### config.mk
export PLATFORM = sky130hd
export DESIGN_NAME = touch_swipe_gesture_detector_core
export DESIGN_NICKNAME = d
export VERILOG_FILES = /design/src/rtl/tsgd_pkg.sv /design/src/rtl/touch_swipe_gesture_detector_core.sv
export SDC_FILE = /design/constraint.sdc
export NUM_CORES = 1
export LEC_CHECK = 0
export ABC_AREA = 1
export BUFFER_PORTS_ARGS = -buffer_cell sky130_fd_sc_hd__buf_4
export CAP_MARGIN = 20
export CORE_AREA = 8 8 138 140
export CTS_CLUSTER_DIAMETER = 150
export DETAILED_ROUTE_END_ITERATION = 10
export DIE_AREA = 0 0 146 148
export GPL_TIMING_DRIVEN = 0
export PLACE_DENSITY = 0.73
export RECOVER_POWER = 50
export SYNTH_ARGS = -nofsm -noshare
export SYNTH_HDL_FRONTEND = slang
export SYNTH_SLANG_ARGS = --single-unit
### constraint.sdc
create_clock -name clk -period 4.6 [get_ports clk]
set_clock_uncertainty 0.1 [all_clocks]
set_input_delay 0.46 -clock clk [delete_from_list [all_inputs] [get_ports clk]]
set_output_delay 0.46 -clock clk [all_outputs]
set_load 0.1 [all_outputs]
### src/rtl/tsgd_pkg.sv
`timescale 1ns / 1ps

package tsgd_pkg;

  // Coordinate storage width; event values above its range saturate
  localparam int COORD_WIDTH = 16;

  // Fixed field widths of the event and result items
  localparam int TYPE_W  = 5;
  localparam int CODE_W  = 10;
  localparam int VALUE_W = 16;
  localparam int GEST_W  = 3;
  localparam int POS_W   = 16;
  localparam int DIST_W  = 16;

  // Width used when comparing axis travel against the swipe threshold
  localparam int CMP_W = (COORD_WIDTH > DIST_W) ? COORD_WIDTH : DIST_W;

  // Stream payload widths, padded to whole bytes
  localparam int IN_BITS   = TYPE_W + CODE_W + VALUE_W;
  localparam int IN_DATA_W = ((IN_BITS + 7) / 8) * 8;
  localparam int OUT_BITS   = GEST_W + 2 * POS_W;
  localparam int OUT_DATA_W = ((OUT_BITS + 7) / 8) * 8;

  // Register file
  localparam int ADDR_W = 3;
  localparam int DATA_W = 32;
  localparam logic [0:0] REG_MIN_SWIPE = 1'b0;
  localparam logic [DIST_W-1:0] MIN_SWIPE_RESET = DIST_W'(50);

  // Event decode
  localparam logic [TYPE_W-1:0] EVT_KEY    = TYPE_W'(1);
  localparam logic [TYPE_W-1:0] EVT_ABS    = TYPE_W'(3);
  localparam logic [CODE_W-1:0] CODE_TOUCH = CODE_W'(330);
  localparam logic [CODE_W-1:0] CODE_X     = CODE_W'(0);
  localparam logic [CODE_W-1:0] CODE_Y     = CODE_W'(1);
  localparam logic [VALUE_W-1:0] BTN_PRESS   = VALUE_W'(1);
  localparam logic [VALUE_W-1:0] BTN_RELEASE = VALUE_W'(0);

  typedef logic [COORD_WIDTH-1:0] coord_t;

  typedef enum logic [GEST_W-1:0] {
    G_RIGHT = 3'd0,
    G_LEFT  = 3'd1,
    G_DOWN  = 3'd2,
    G_UP    = 3'd3,
    G_CLICK = 3'd4
  } gesture_t;

  // Clamp an event value to the coordinate range
  localparam int SAT_W = ((COORD_WIDTH > VALUE_W) ? COORD_WIDTH : VALUE_W) + 1;
  localparam logic [SAT_W-1:0] COORD_MAX = (SAT_W'(1) << COORD_WIDTH) - SAT_W'(1);

  function automatic coord_t sat_coord(input logic [VALUE_W-1:0] v);
    logic [SAT_W-1:0] ext;
    ext = SAT_W'(v);
    if (ext > COORD_MAX) begin
      return coord_t'(COORD_MAX);
    end
    return coord_t'(ext);
  endfunction

endpackage

### src/rtl/touch_swipe_gesture_detector_core.sv
`timescale 1ns / 1ps
// The gesture of an accepted release event is held in the output register, which drives m_tdata.
// Throughput: one event per cycle; the output register stalls input only when it holds
//   an untaken result and the sink is not ready.
// Reset (rst, synchronous, active high): not pressed, current and start points zero,
//   swipe threshold = 50, output empty.

module touch_swipe_gesture_detector_core
  import tsgd_pkg::*;
(
  input  logic                  clk,
  input  logic                  rst,
  // event stream in
  input  logic                  s_tvalid,
  output logic                  s_tready,
  input  logic [IN_DATA_W-1:0]  s_tdata,  // event_type, event_code, event_value, pad
  // gesture stream out
  output logic                  m_tvalid,
  input  logic                  m_tready,
  output logic [OUT_DATA_W-1:0] m_tdata,  // gesture, end_x, end_y, pad
  // configuration port
  input  logic                  psel,
  input  logic                  penable,
  input  logic                  pwrite,
  input  logic [ADDR_W-1:0]     paddr,
  input  logic [DATA_W-1:0]     pwdata,
  output logic [DATA_W-1:0]     prdata,
  output logic                  pready
);

  // Configuration register
  logic [DIST_W-1:0] swipe_thresh;

  assign pready = 1'b1;

  always_ff @(posedge clk) begin
    if (rst) begin
      swipe_thresh <= MIN_SWIPE_RESET;
    end else if (psel && penable && pwrite && pready && (paddr[2] == REG_MIN_SWIPE)) begin
      swipe_thresh <= pwdata[DIST_W-1:0];
    end
  end

  always_comb begin
    prdata = '0;
    if (paddr[2] == REG_MIN_SWIPE) begin
      prdata = DATA_W'(swipe_thresh);
    end
  end

  // Input field unpack
  logic [TYPE_W-1:0]  event_type;
  logic [CODE_W-1:0]  event_code;
  logic [VALUE_W-1:0] event_value;

  assign event_type  = s_tdata[TYPE_W-1:0];
  assign event_code  = s_tdata[TYPE_W +: CODE_W];
  assign event_value = s_tdata[TYPE_W+CODE_W +: VALUE_W];

  // Handshake: the output register frees up when its result is taken
  logic in_xfer;
  assign s_tready = !m_tvalid || m_tready;
  assign in_xfer  = s_tvalid && s_tready;

  // Event decode
  logic is_touch, is_press, is_release, is_x, is_y;
  coord_t coord;

  assign is_touch   = (event_type == EVT_KEY) && (event_code == CODE_TOUCH);
  assign is_press   = is_touch && (event_value == BTN_PRESS);
  assign is_release = is_touch && (event_value == BTN_RELEASE);
  assign is_x       = (event_type == EVT_ABS) && (event_code == CODE_X);
  assign is_y       = (event_type == EVT_ABS) && (event_code == CODE_Y);
  assign coord      = sat_coord(event_value);

  // Touch tracking state
  logic   pressed;
  coord_t cur_x, cur_y, start_x, start_y;

  always_ff @(posedge clk) begin
    if (rst) begin
      pressed <= 1'b0;
      cur_x   <= '0;
      cur_y   <= '0;
      start_x <= '0;
      start_y <= '0;
    end else if (in_xfer) begin
      if (is_press) begin
        pressed <= 1'b1;
      end
      if (is_release) begin
        pressed <= 1'b0;
        start_x <= '0;
        start_y <= '0;
      end
      if (is_x) begin
        cur_x <= coord;
        if (pressed && (start_x == '0)) begin
          start_x <= coord;
        end
      end
      if (is_y) begin
        cur_y <= coord;
        if (pressed && (start_y == '0)) begin
          start_y <= coord;
        end
      end
    end
  end

  // Gesture classification from end and start points
  logic signed [COORD_WIDTH:0] dx, dy;
  coord_t   ax, ay;
  logic     is_swipe, dx_pos, dy_pos;
  gesture_t gesture_next;

  assign dx = signed'({1'b0, cur_x}) - signed'({1'b0, start_x});
  assign dy = signed'({1'b0, cur_y}) - signed'({1'b0, start_y});
  // magnitude of a (COORD_WIDTH+1)-bit difference always fits COORD_WIDTH bits
  assign ax = dx[COORD_WIDTH] ? coord_t'(-dx) : coord_t'(dx);
  assign ay = dy[COORD_WIDTH] ? coord_t'(-dy) : coord_t'(dy);
  assign dx_pos = !dx[COORD_WIDTH] && (dx != '0);
  assign dy_pos = !dy[COORD_WIDTH] && (dy != '0);
  assign is_swipe = (CMP_W'(ax) >= CMP_W'(swipe_thresh)) ||
                    (CMP_W'(ay) >= CMP_W'(swipe_thresh));

  always_comb begin
    priority if (!is_swipe) begin
      gesture_next = G_CLICK;
    end else if (ax > ay) begin
      gesture_next = dx_pos ? G_RIGHT : G_LEFT;
    end else begin
      gesture_next = dy_pos ? G_DOWN : G_UP;
    end
  end

  // Output register
  logic [GEST_W-1:0] gesture;
  logic [POS_W-1:0]  end_x, end_y;

  always_ff @(posedge clk) begin
    if (rst) begin
      m_tvalid <= 1'b0;
    end else if (in_xfer) begin
      m_tvalid <= is_release;
    end else if (m_tready) begin
      m_tvalid <= 1'b0;
    end
  end

  always_ff @(posedge clk) begin
    if (in_xfer && is_release) begin
      gesture <= gesture_next;
      end_x   <= POS_W'(cur_x);
      end_y   <= POS_W'(cur_y);
    end
  end

  assign m_tdata = OUT_DATA_W'({end_y, end_x, gesture});

endmodule

After elaboration in Yosys (flattened, before gate mapping)
Cells that the tools add are included.

Bits in registers: 117. Bits of input ports: 74. Output and inout port bits: 75. Logic and storage cells: 69.

Add/subtract/negate cells: 4. $lt $le $gt $ge: 3. Eq/ne operators: 5. Multiplexer cells: 16. Bitwise gates (word level): 1. Reductions and logical operators: 30.

Operators with widths (number): $mux 16 (9); $logic_not 16->1 (3); $reduce_bool 17->1 (2); $sub 16x16->17 (2); $ge 16x16->1 (2); $neg 16->16 (2); $eq 16x1->1 const B (1); $gt 16x16->1 (1); $logic_and 1x1->1 (14); $eq 10x1->1 const B (1); $eq 10x9->1 const B (1); $logic_not 10->1 (1); $mux 1 (6); $reduce_and 2->1 (3); $eq 5x1->1 const B (1); $eq 5x2->1 const B (1); $reduce_bool 2->1 (2); $logic_not 1->1 (3); $logic_or 1x1->1 (2); $mux 2 (1); $not 1->1 (1).

Longest topological paths before layout
Gate-level depths: netlist of run 1.

Depth after elaboration: 6. Gate-level depth with buffers: 28.

Least setup slack after synthesis of run 1
Ideal clock, no wire load.

Kind: reg-to-reg. Start point: register m_tvalid. End point: register end_x[0] (enable). Data arrival time: 3.092 ns. Data required time: 4.110 ns. Slack: 1.018 ns. Cell stages (with the launch flop): 7. Period minus slack after synthesis: 3.582 ns. Cell sequence: dfxtp_1 > nand2_1 > nand2_1 > nor4_1 > and2_1 > nand3_1 > inv_1.

Word-level cells in the longest chain between the ends: 4.

Ends and longest elaborated chain: start: declaration (line touch_swipe_gesture_detector_core.sv:18) `output logic m_tvalid,`; start signal: assignment (line touch_swipe_gesture_detector_core.sv:145) `m_tvalid <= is_release;`; $logic_not 1->1 (line touch_swipe_gesture_detector_core.sv:62) `assign s_tready = !m_tvalid || m_tready;`; $logic_or 1x1->1 (line touch_swipe_gesture_detector_core.sv:62); named net s_tready (line touch_swipe_gesture_detector_core.sv:15) `output logic s_tready,`; $logic_and 1x1->1 (line touch_swipe_gesture_detector_core.sv:63) `assign in_xfer = s_tvalid && s_tready;`; $logic_and 1x1->1 (line touch_swipe_gesture_detector_core.sv:152) `if (in_xfer && is_release) begin`; end signal: assignment (line touch_swipe_gesture_detector_core.sv:154) `end_x <= POS_W'(cur_x);`; end: declaration (line touch_swipe_gesture_detector_core.sv:139) `logic [POS_W-1:0] end_x, end_y;`.

The timed path passes the listed nets, and every way through them passes these cells. A chain may end at the register's enable or synchronous reset.

Worst setup path in the final report of run 1
Start point: register start_x[0]. End point: register gesture[0], data pin.

Word-level cells in the longest chain between the ends: 5. Elaborated cells on any way between the ends: 11. Those cells by class: add/sub (2); order compare (2); mux (3); reduce/logical (4).

Ends and longest elaborated chain: start: declaration (line touch_swipe_gesture_detector_core.sv:78) `coord_t cur_x, cur_y, start_x, start_y;`; start signal: assignment (line touch_swipe_gesture_detector_core.sv:99) `start_x <= coord;`; $sub 16x16->17 * (line touch_swipe_gesture_detector_core.sv:117) `assign dx = signed'({1'b0, cur_x}) - signed'({1'b0, start_x});`; $neg 16->16, or another cell as far along (line touch_swipe_gesture_detector_core.sv:120) `assign ax = dx[COORD_WIDTH] ? coord_t'(-dx) : coord_t'(dx);`; $mux 16 or $logic_and 1x1->1 (tied branches) (line touch_swipe_gesture_detector_core.sv:120, touch_swipe_gesture_detector_core.sv:122); $gt 16x16->1, or another cell as far along (line touch_swipe_gesture_detector_core.sv:130) `end else if (ax > ay) begin`; $mux 2 or $logic_or 1x1->1 (tied branches) (line touch_swipe_gesture_detector_core.sv:130, touch_swipe_gesture_detector_core.sv:124); end signal: assignment (line touch_swipe_gesture_detector_core.sv:153) `gesture <= gesture_next;`; end: declaration (line touch_swipe_gesture_detector_core.sv:138) `logic [GEST_W-1:0] gesture;`.

Every way passes the cells marked *; elsewhere a longest branch is shown, timed or not.

==> results of run 1 <==
==> routing by layer <==
layer | GRT usage | up-vias | wire length [microns]
met5 | 0 | - | 0
met4 | 0.104 | 0 | 923
met3 | 0.0517 | 69 | 1790
met2 | 0.368 | 330 | 11000
met1 | 0.264 | 3660 | 10200
li1 | - | 4096 | -
==> final cells by class <==
cell class	instances	share of cell area
Buffer	48	0.0287
Clock buffer	17	0.0424
Clock inverter	14	0.0179
Inverter	205	0.0770
Multi-Input combinational cell	851	0.475
Sequential cell	117	0.269
Tap cell	225	0.0281
Timing Repair Buffer	105	0.0625
==> cell families (layout without fill, tap and decap cells) <==
family	Yosys count	in the layout	share of synthesized area
fa+ha+maj	84	84	0.126
flops	117	117	0.318
xor+xnor	26	26	0.0331
buf+inv	253	389	0.125
compound gates	197	197	0.122
simple gates	522	522	0.274
other cells	2	22	0.000887
==> cell usage after synthesis (2+ instances only) <==
library cell / instances
nand2_2: 22
xor2_1: 15
o211ai_1: 5
nand3b_1: 16
buf_2: 3
xnor2_1: 4
nand3_2: 4
nand2_1: 314
nand2_4: 2
nand3_1: 46
conb_1: 2
inv_2: 11
o21ai_4: 2
nor3_1: 8
nor4_1: 6
clkbuf_1: 19
dfxtp_1: 82
fa_1: 2
buf_4: 24
nor2_1: 71
a21oi_1: 127
nor2_2: 5
o21ai_0: 58
nor4_2: 2
and3_1: 2
xor2_2: 6
ha_1: 82
o21ai_2: 3
edfxtp_1: 35
and2_1: 4
buf_6: 2
nand4_1: 14
inv_1: 193
==> placed cells by master (no fill, tap or decap), types with 3 or more instances in the layout <==
| master | netlist | routed |
|---|---|---|
| xor2_2 | 6 | 6 |
| nand2_2 | 22 | 22 |
| inv_2 | 11 | 12 |
| clkbuf_1 | 19 | 63 |
| nand2_1 | 314 | 314 |
| nand3b_1 | 16 | 16 |
| nand4_1 | 14 | 14 |
| inv_1 | 193 | 192 |
| clkbuf_16 | 0 | 17 |
| nand3_1 | 46 | 46 |
| o21ai_2 | 3 | 3 |
| edfxtp_1 | 35 | 35 |
| xor2_1 | 15 | 15 |
| nor3_1 | 8 | 10 |
| o21ai_0 | 58 | 58 |
| dfxtp_1 | 82 | 82 |
| xnor2_1 | 4 | 4 |
| o211ai_1 | 5 | 5 |
| and2_1 | 4 | 3 |
| nor2_2 | 5 | 5 |
| clkinv_4 | 0 | 5 |
| ha_1 | 82 | 82 |
| a21oi_1 | 127 | 127 |
| nor4_1 | 6 | 6 |
| bufinv_16 | 0 | 3 |
| buf_4 | 24 | 85 |
| nand3_2 | 4 | 4 |
| conb_1 | 2 | 22 |
| nor2_1 | 71 | 71 |
==> worst max-delay path, stage by stage, from the launching register on <==
cell and delay (ns):
dfxtp_1 0.44, ha_1 0.18, inv_1 0.09, fa_1 0.42
nand3_1 0.14, nand2_1 0.10, nand2_1 0.11, nand2_2 0.08
nand2_1 0.08, nand2_1 0.07, nand3_1 0.08, nand2_2 0.13
inv_2 0.10, buf_4 0.17, nand2_2 0.07, xor2_1 0.24
inv_1 0.13, ha_1 0.30, nand2_1 0.06, inv_1 0.06
nand3_1 0.07, nand3_1 0.07, a21oi_1 0.16, o21ai_0 0.11
o21ai_0 0.13, inv_1 0.10, nand2_1 0.08, a21oi_1 0.06
==> sequential cells by signal, summed over array words and instances (netlist names) <==
signal,flops
cur_x,16
cur_y,16
end_x,16
end_y,16
gesture,3
m_tvalid,1
pressed,1
start_x,16
start_y,16
swipe_thresh,16
==> through the flow <==
stage,setup WS [ns],instances
after floorplan,1.02,1221
after global placement,0.539,1551
after detailed placement,0.508,1551
after CTS,0.428,1582
after global routing,0.0432,1582
final,0.405,1582
==> path summary, 6_finish.rpt <==
kind               from               to  slack (ns)  cells past startpoint
min reg2reg  start_x[3]       start_x[3]        0.36                      2
max reg2reg  start_x[0]       gesture[0]        0.40                     27
min           pwdata[4]  swipe_thresh[4]        0.15                      3
max          start_x[0]       gesture[0]        0.40                     27
==> power breakdown <==
part           total, mW  switching (mW)  internal [mW]  leakage, nW
sequential          1.06         0.00141           1.06         1.06
clock               1.39           0.529          0.856        0.293
combinational      0.245           0.182         0.0631         3.90
total               2.69           0.713           1.98         5.26
==> results.py, run 1 <==
metrics = {
    "route": {
        "drc": 0,
        "first_pass_iters": 5,
        "num_vias": 8155,
        "wl_per_cell_microns": 15.1,
        "wl_microns": 24000,
        "drt_iter0_markers": 634,
        "via_per_inst": 5.15,
        "final_antenna_net_count": 0,
    },
    "critical_path": {
        "crit_fanout": 10,
        "critPathKind": "reg2reg",
        "crit_path_end_kind": "flop",
        "arrival_ns": 4.26,
        "start_kind": "flop",
        "required_ns": 4.67,
    },
    "cts": {
        "ctsHoldBuffers": 0,
        "htree_levels": 4,
        "cts_tree": "done",
        "clock_latency_ns": 0.42,
        "cts_sinks": 117,
        "clk_path_buf_depth": 2,
        "cts_buffers": 17,
        "post_cts_buffers": 0,
        "path_clk_slew_ns": 0.06,
        "root_buffer": "clkbuf_16",
        "cts_resized": 0,
    },
    "sta": {
        "setup_viol": 0,
        "hold_slack_ns": 0.154,
        "tightest_slew_ns": 1.22,
        "fin_tns_setup_ns": 0,
        "slew_viol_final": 0,
        "fin_crit_sh": 0.912,
        "rsz0062_at_grt": "false",
        "relSlewSlack": 0.191,
        "fin_crit_ns": 4.20,
        "finalHoldViolCount": 0,
        "clock.fmax_mhz": 238,
    },
    "global_route": {
        "overflow": 0,
        "grt_pass1_wl_microns": 38500,
        "antenna_found_initial": 0,
        "grtUsageTotal": 0.220,
        "grt_pass1_vias": 7785,
        "grt_max_degree": 37,
    },
    "finish": {
        "diodes": 0,
        "fin_util": 0.592,
        "n_fill_cell": 1635,
        "multi_input_area_sq_mm": 0.00476,
        "area.sequential_sq_mm": 0.00269,
        "drive_gt1_frac": 0.135,
        "nets": 1503,
        "syn2layout_area_growth_pct": 18.4,
        "fin_area_sq_mm": 0.0100,
    },
    "pwr": {
        "power_density_mw_per_mm2": 269,
        "ir_worst_vdd_uv": 262,
        "p_total_mw": 2.69,
        "leakage_nw": 5.26,
    },
    "synth": {
        "syn_inst": 1201,
        "ys.flop_type": "dfxtp_1",
        "seq_area_frac_synth": 0.318,
        "ys_warn_count": 0,
        "avgSynthCellArea_sq_um": 7.05,
        "synth_cell_types": 43,
        "synth_top_area_frac": 0.194,
        "ys_seq_elements": 117,
        "async_reset_ff_frac": 0,
        "synth_area_leader_cell": "dfxtp_1",
        "netlist_area_sq_mm": 0.00846,
        "synth_edf_count": 35,
        "synth.area.top_cells": "dfxtp_1 19%, nand2_1 14%, edfxtp_1 12%",
    },
    "status": {
        "status": "finished, final reports clean",
    },
    "placement": {
        "placed_area_sq_mm": 0.00961,
        "port-buffer-count": 105,
        "gp_congestion": 0.948,
        "hpwl_microns": 19000,
    },
    "floorplanning": {
        "die-area_sq_mm": 0.0216,
        "start_util": 0.500,
        "die_x_microns": 146,
        "rows": 48,
        "ios": 149,
        "core_area_sq_mm": 0.0169,
        "die_h_microns": 148,
    },
    "flow_run": {
        "max-cap-violations": 0,
    },
    "worst_hold_path": {
        "hold_path.class": "in2reg",
    },
}
(Power assumes the default switching activity.)
==> inputs of run 2 (changes only) <==
--- a/config.mk
+++ b/config.mk
@@ -14,7 +14,8 @@
 export DIE_AREA = 0 0 146 148
 export GPL_TIMING_DRIVEN = 0
 export PLACE_DENSITY = 0.73
-export RECOVER_POWER = 50
+export RECOVER_POWER = 25
+export SLEW_MARGIN = 5
 export SYNTH_ARGS = -nofsm -noshare
 export SYNTH_HDL_FRONTEND = slang
 export SYNTH_SLANG_ARGS = --single-unit
==> constraint.sdc (replaced) <==
create_clock -name clk -period 4.6 [get_ports clk]
set_clock_uncertainty 0.1 [all_clocks]
set_input_delay 0.46 -clock clk [delete_from_list [all_inputs] [get_ports clk]]
set_output_delay 0.46 -clock clk [all_outputs]
set_load 0.05 [all_outputs]
==> results.py, run 2 (same netlist as run 1, synthesis figures left out) <==
metrics = {
    "finish": {
        "diodes": 0,
        "multi_input_area_sq_mm": 0.00478,
        "area.sequential_sq_mm": 0.00269,
        "fin_util": 0.599,
        "drive_gt1_frac": 0.158,
        "fin_area_sq_mm": 0.0102,
        "final_common_cell": "nand2_1",
        "final_cells": 1582,
        "mostFrequentLayoutCells": "314 x nand2_1, 192 x inv_1, 127 x a21oi_1, 113 x buf_4",
        "n_fill_cell": 1594,
        "syn2layout_area_growth_pct": 20.0,
        "nets": 1503,
    },
    "placement": {
        "placed_area_sq_mm": 0.00961,
        "post-place-ws_ns": 0.508,
        "port-buffer-count": 105,
        "place_inst": 1551,
        "hpwl_microns": 19000,
        "gp_congestion": 0.948,
    },
    "pwr": {
        "p_sw_mw": 0.660,
        "p_clk_frac": 0.525,
        "power_frac_comb": 0.073,
        "p_seq_frac": 0.402,
        "p_int_mw": 1.98,
        "power_density_mw_per_mm2": 260,
        "ir_worst_vdd_uv": 262,
        "swShare": 0.250,
        "p_total_mw": 2.64,
        "leakage_nw": 5.39,
    },
    "floorplanning": {
        "die_h_microns": 148,
        "die_x_microns": 146,
        "core_area_sq_mm": 0.0169,
        "start_util": 0.500,
        "die-area_sq_mm": 0.0216,
        "rows": 48,
        "ios": 149,
    },
    "route": {
        "final_antenna_net_count": 0,
        "drt_iter0_markers": 652,
        "wl_per_cell_microns": 15.1,
        "num_vias": 8149,
        "first_pass_iters": 6,
        "via_per_inst": 5.15,
        "wl_microns": 23900,
        "drc": 0,
    },
    "sta": {
        "relSlewSlack": 0.413,
        "fin_crit_sh": 0.914,
        "fin_crit_ns": 4.21,
        "clock.fmax_mhz": 238,
        "rsz0062_at_grt": "false",
        "setup_viol": 0,
        "slew_viol_final": 0,
        "hold_slack_ns": 0.155,
        "fin_tns_setup_ns": 0,
        "tightest_slew_ns": 0.879,
        "finalHoldViolCount": 0,
        "setup_ws_ns": 0.394,
    },
    "cts": {
        "root_buffer": "clkbuf_16",
        "cts_buffers": 17,
        "htree_levels": 4,
        "cts_sinks": 117,
        "ctsHoldBuffers": 0,
        "clock_latency_ns": 0.42,
        "cts_tree": "done",
        "path_clk_slew_ns": 0.06,
        "clk_path_buf_depth": 2,
        "cts_resized": 0,
        "post_cts_buffers": 0,
    },
    "worst_hold_path": {
        "whs_endpoint": "swipe_thresh[4]",
        "min_path_cells": 3,
        "holdCritStartpoint": "pwdata[4]",
        "hold_path.class": "in2reg",
    },
    "critical_path": {
        "cp_slowest_cell": "dfxtp_1",
        "critPathMaxStageDelay_ns": 0.44,
        "r2r-end": "gesture[0]",
        "cpMostUsedCell": "nand2_1",
        "r2r-start": "start_x[0]",
        "critPathKind": "reg2reg",
        "arrival_ns": 4.27,
        "crit_path_end_kind": "flop",
        "crit_fanout": 10,
        "start_kind": "flop",
        "regToRegSetupSlack_ns": 0.39,
        "required_ns": 4.66,
        "r2r_cells": 27,
    },
    "flow_run": {
        "max-cap-violations": 0,
    },
    "global_route": {
        "overflow": 0,
        "antenna_found_initial": 0,
        "grtUsageTotal": 0.220,
        "grt_max_degree": 37,
        "grt_pass1_vias": 7785,
        "grt_pass1_wl_microns": 38500,
    },
    "status": {
        "status": "finished, final reports clean",
    },
}
run 2: changes by cell type in the layout (fill, tap and decap cells not counted), sizes merged:
cell    previous run  this run
clkbuf            81        52
buf               89       118
run 2: layout make-up:
| cell class | instances | area share |
|---|---|---|
| well taps | 225 | 0.0277 |
| clock buffers | 17 | 0.0419 |
| flip-flops and latches | 117 | 0.265 |
| multi-input cells | 851 | 0.471 |
| repair buffers | 105 | 0.0717 |
| plain buffers | 48 | 0.0285 |
| clock inverters | 14 | 0.0176 |
| inverters | 205 | 0.0760 |
run 2: per-layer routing:
metal / vias to the layer above / track usage / wire (microns)
li1: 4092 / - / -
met2: 293 / 0.368 / 11100
met5: - / 0 / 0
met4: 0 / 0.104 / 834
met1: 3706 / 0.264 / 10300
met3: 58 / 0.0517 / 1700
run 2: worst max path at each step:
| stage | startpoint | end | slack, ns |
|---|---|---|---|
| after floorplan | cur_y[0] | gesture[0] | 1.07 |
| final | start_x[0] | gesture[0] | 0.39 |
| after CTS | cur_x[0] | gesture[0] | 0.43 |
| after detailed placement | cur_x[0] | gesture[0] | 0.51 |
| after global routing | start_x[0] | gesture[0] | 0.04 |
| after global placement | cur_x[0] | gesture[0] | 0.54 |
run 2: power groups by stage:
| stage | logic (mW) | registers (mW) | clock network, mW |
|---|---|---|---|
| after detailed placement | 0.191 | 1.08 | 0 |
| after global routing | 0.206 | 1.06 | 1.43 |
| final | 0.193 | 1.06 | 1.39 |
| after CTS | 0.192 | 1.06 | 1.39 |
| after floorplan | 0.118 | 1.08 | 0 |
| after global placement | 0.189 | 1.08 | 0 |
run 2: worst max-delay path: cells and delay by family (launching register included):
family / cells / cell delay [ns]
flops: 1 / 0.44
simple gates: 13 / 1.13
xor+xnor: 1 / 0.23
compound gates: 4 / 0.47
buf+inv: 6 / 0.64
fa+ha+maj: 3 / 0.90
==> inputs of run 3 (changes only) <==
--- a/config.mk
+++ b/config.mk
@@ -8,12 +8,11 @@
 export ABC_AREA = 1
 export BUFFER_PORTS_ARGS = -buffer_cell sky130_fd_sc_hd__buf_4
 export CAP_MARGIN = 20
-export CORE_AREA = 8 8 138 140
+export CORE_AREA = 8 8 167 169
 export CTS_CLUSTER_DIAMETER = 150
 export DETAILED_ROUTE_END_ITERATION = 10
-export DIE_AREA = 0 0 146 148
+export DIE_AREA = 0 0 175 177
 export GPL_TIMING_DRIVEN = 0
-export PLACE_DENSITY = 0.73
 export RECOVER_POWER = 25
 export SLEW_MARGIN = 5
 export SYNTH_ARGS = -nofsm -noshare
==> constraint.sdc (replaced) <==
create_clock -name clk -period 4.5 [get_ports clk]
set_clock_uncertainty 0.1 [all_clocks]
set_input_delay 0.45 -clock clk [delete_from_list [all_inputs] [get_ports clk]]
set_output_delay 0.45 -clock clk [all_outputs]
set_load 0.05 [all_outputs]
==> results.py, run 3 (same netlist as run 1, synthesis figures left out) <==
metrics = {
    "status": {
        "status": "finished, final reports clean",
    },
    "worst_hold_path": {
        "min_path_cells": 3,
        "holdCritStartpoint": "pwdata[5]",
        "hold_path.class": "in2reg",
        "whs_endpoint": "swipe_thresh[5]",
    },
    "critical_path": {
        "start_kind": "flop",
        "r2r_cells": 27,
        "r2r-end": "gesture[0]",
        "arrival_ns": 4.25,
        "critPathKind": "reg2reg",
        "regToRegSetupSlack_ns": 0.32,
        "required_ns": 4.57,
        "r2r-start": "start_x[0]",
        "crit_path_end_kind": "flop",
        "crit_fanout": 10,
    },
    "cts": {
        "cts_tree": "done",
        "path_clk_slew_ns": 0.06,
        "clock_latency_ns": 0.43,
        "root_buffer": "clkbuf_16",
        "cts_sinks": 117,
        "clk_path_buf_depth": 2,
        "htree_levels": 4,
        "post_cts_buffers": 0,
        "cts_buffers": 17,
    },
    "global_route": {
        "antenna_found_initial": 0,
        "grt_pass1_vias": 7688,
        "grt_pass1_wl_microns": 39400,
        "grt_max_degree": 37,
        "overflow": 0,
        "grtUsageTotal": 0.160,
    },
    "floorplanning": {
        "core_area_sq_mm": 0.0255,
        "start_util": 0.332,
        "die_h_microns": 177,
        "rows": 59,
        "die_x_microns": 175,
        "die-area_sq_mm": 0.0310,
        "ios": 149,
    },
    "sta": {
        "clock.fmax_mhz": 239,
        "slew_viol_final": 0,
        "hold_slack_ns": 0.145,
        "fin_crit_sh": 0.930,
        "relSlewSlack": 0.421,
        "tightest_slew_ns": 0.868,
        "fin_crit_ns": 4.18,
        "fin_tns_setup_ns": 0,
        "setup_viol": 0,
        "finalHoldViolCount": 0,
        "rsz0062_at_grt": "false",
    },
    "finish": {
        "final_common_cell": "nand2_1",
        "drive_gt1_frac": 0.160,
        "mostFrequentLayoutCells": "314 x nand2_1, 192 x inv_1, 127 x a21oi_1, 113 x buf_4, 82 x ha_1",
        "fin_util": 0.404,
        "syn2layout_area_growth_pct": 21.6,
        "nets": 1503,
    },
    "pwr": {
        "ir_worst_vdd_uv": 221,
        "power_density_mw_per_mm2": 259,
        "leakage_nw": 5.37,
    },
    "route": {
        "via_per_inst": 4.68,
        "wl_microns": 24500,
        "wl_per_cell_microns": 14.4,
        "drc": 0,
        "num_vias": 7927,
        "drt_iter0_markers": 470,
        "first_pass_iters": 5,
        "final_antenna_net_count": 0,
    },
    "placement": {
        "gp_congestion": 0.894,
        "port-buffer-count": 105,
        "hpwl_microns": 20000,
    },
    "flow_run": {
        "max-cap-violations": 0,
    },
}
[run 3: cell count changes in the layout (fill, tap and decap cells not counted), sizes merged]
cell and change:
bufinv -1, clkbuf +2, clkinv -1, clkinvlp +2, diode +1, inv -1
[run 3: timing repair]
item | in CTS | in global routing
resized for setup | 0 | 2
setup endpoints to repair | 0 | 2
hold buffers | 0 | 0
endpoints found under the hold margin | 0 | 0
[run 3: where the power goes]
| part | internal [mW] | switching [mW] | leakage [nW] |
|---|---|---|---|
| combinational | 0.0663 | 0.132 | 4.03 |
| clock | 0.835 | 0.544 | 0.280 |
| sequential | 1.08 | 0.00130 | 1.06 |
[run 3: area by class of cell]
type / count / area, sq um
sequential: 117 / 2690
timing repair buffer: 105 / 728
inverter: 205 / 772
tap: 335 / 419
clock buffer: 19 / 443
buffer: 48 / 289
clock inverter: 13 / 149
fill: 2681 / 15200
antenna: 1 / 2.50
multi-input combinational: 851 / 4790
[run 3: layer usage]
| metal | up-vias | global-route usage | share of wire |
|---|---|---|---|
| met5 | - | 0 | 0 |
| met4 | 0 | 0.0664 | 0.027 |
| met3 | 39 | 0.0386 | 0.059 |
| met2 | 228 | 0.259 | 0.45 |
| met1 | 3562 | 0.200 | 0.47 |
| li1 | 4098 | - | - |
[run 3: worst max-delay path by stage]
stage | depth (start not counted) | start | endpoint
2_1_floorplan | 25 | cur_y[0] | gesture[0]
3_3_place_gp | 25 | cur_x[0] | gesture[0]
3_5_place_dp | 25 | cur_x[0] | gesture[0]
4_1_cts | 25 | cur_x[0] | gesture[0]
5_1_grt | 25 | cur_x[0] | gesture[0]
6_report | 27 | start_x[0] | gesture[0]
[run 3: critical path, stage by stage, from the launching register on]
cell and delay [ns]:
dfxtp_1 0.44, ha_1 0.19, inv_1 0.09, fa_1 0.42, nand3_1 0.15, nand2_1 0.11, nand2_1 0.11, nand2_2 0.07
nand2_1 0.08, nand2_1 0.08, nand3_1 0.09, nand2_2 0.13, inv_2 0.09, buf_4 0.17, nand2_2 0.06, xor2_1 0.21
inv_1 0.12, ha_1 0.31, nand2_1 0.06, inv_1 0.06, nand2_1 0.07, nand3_1 0.08, a21oi_1 0.17, o21ai_0 0.11
o21ai_0 0.11, inv_1 0.10, nand2_1 0.07, a21oi_1 0.08
[run 3: metrics by stage]
step                setup WS [ns]  total power, mW  std cells  cell area, sq um
detailed placement          0.314             1.31       1661              9750
CTS                         0.291             2.68       1693             10300
global placement            0.318             1.30       1661              9750
finish                      0.316             2.66       1694             10300
floorplan                   0.970             1.23       1221              8540
global route               0.0145             2.75       1693             10300
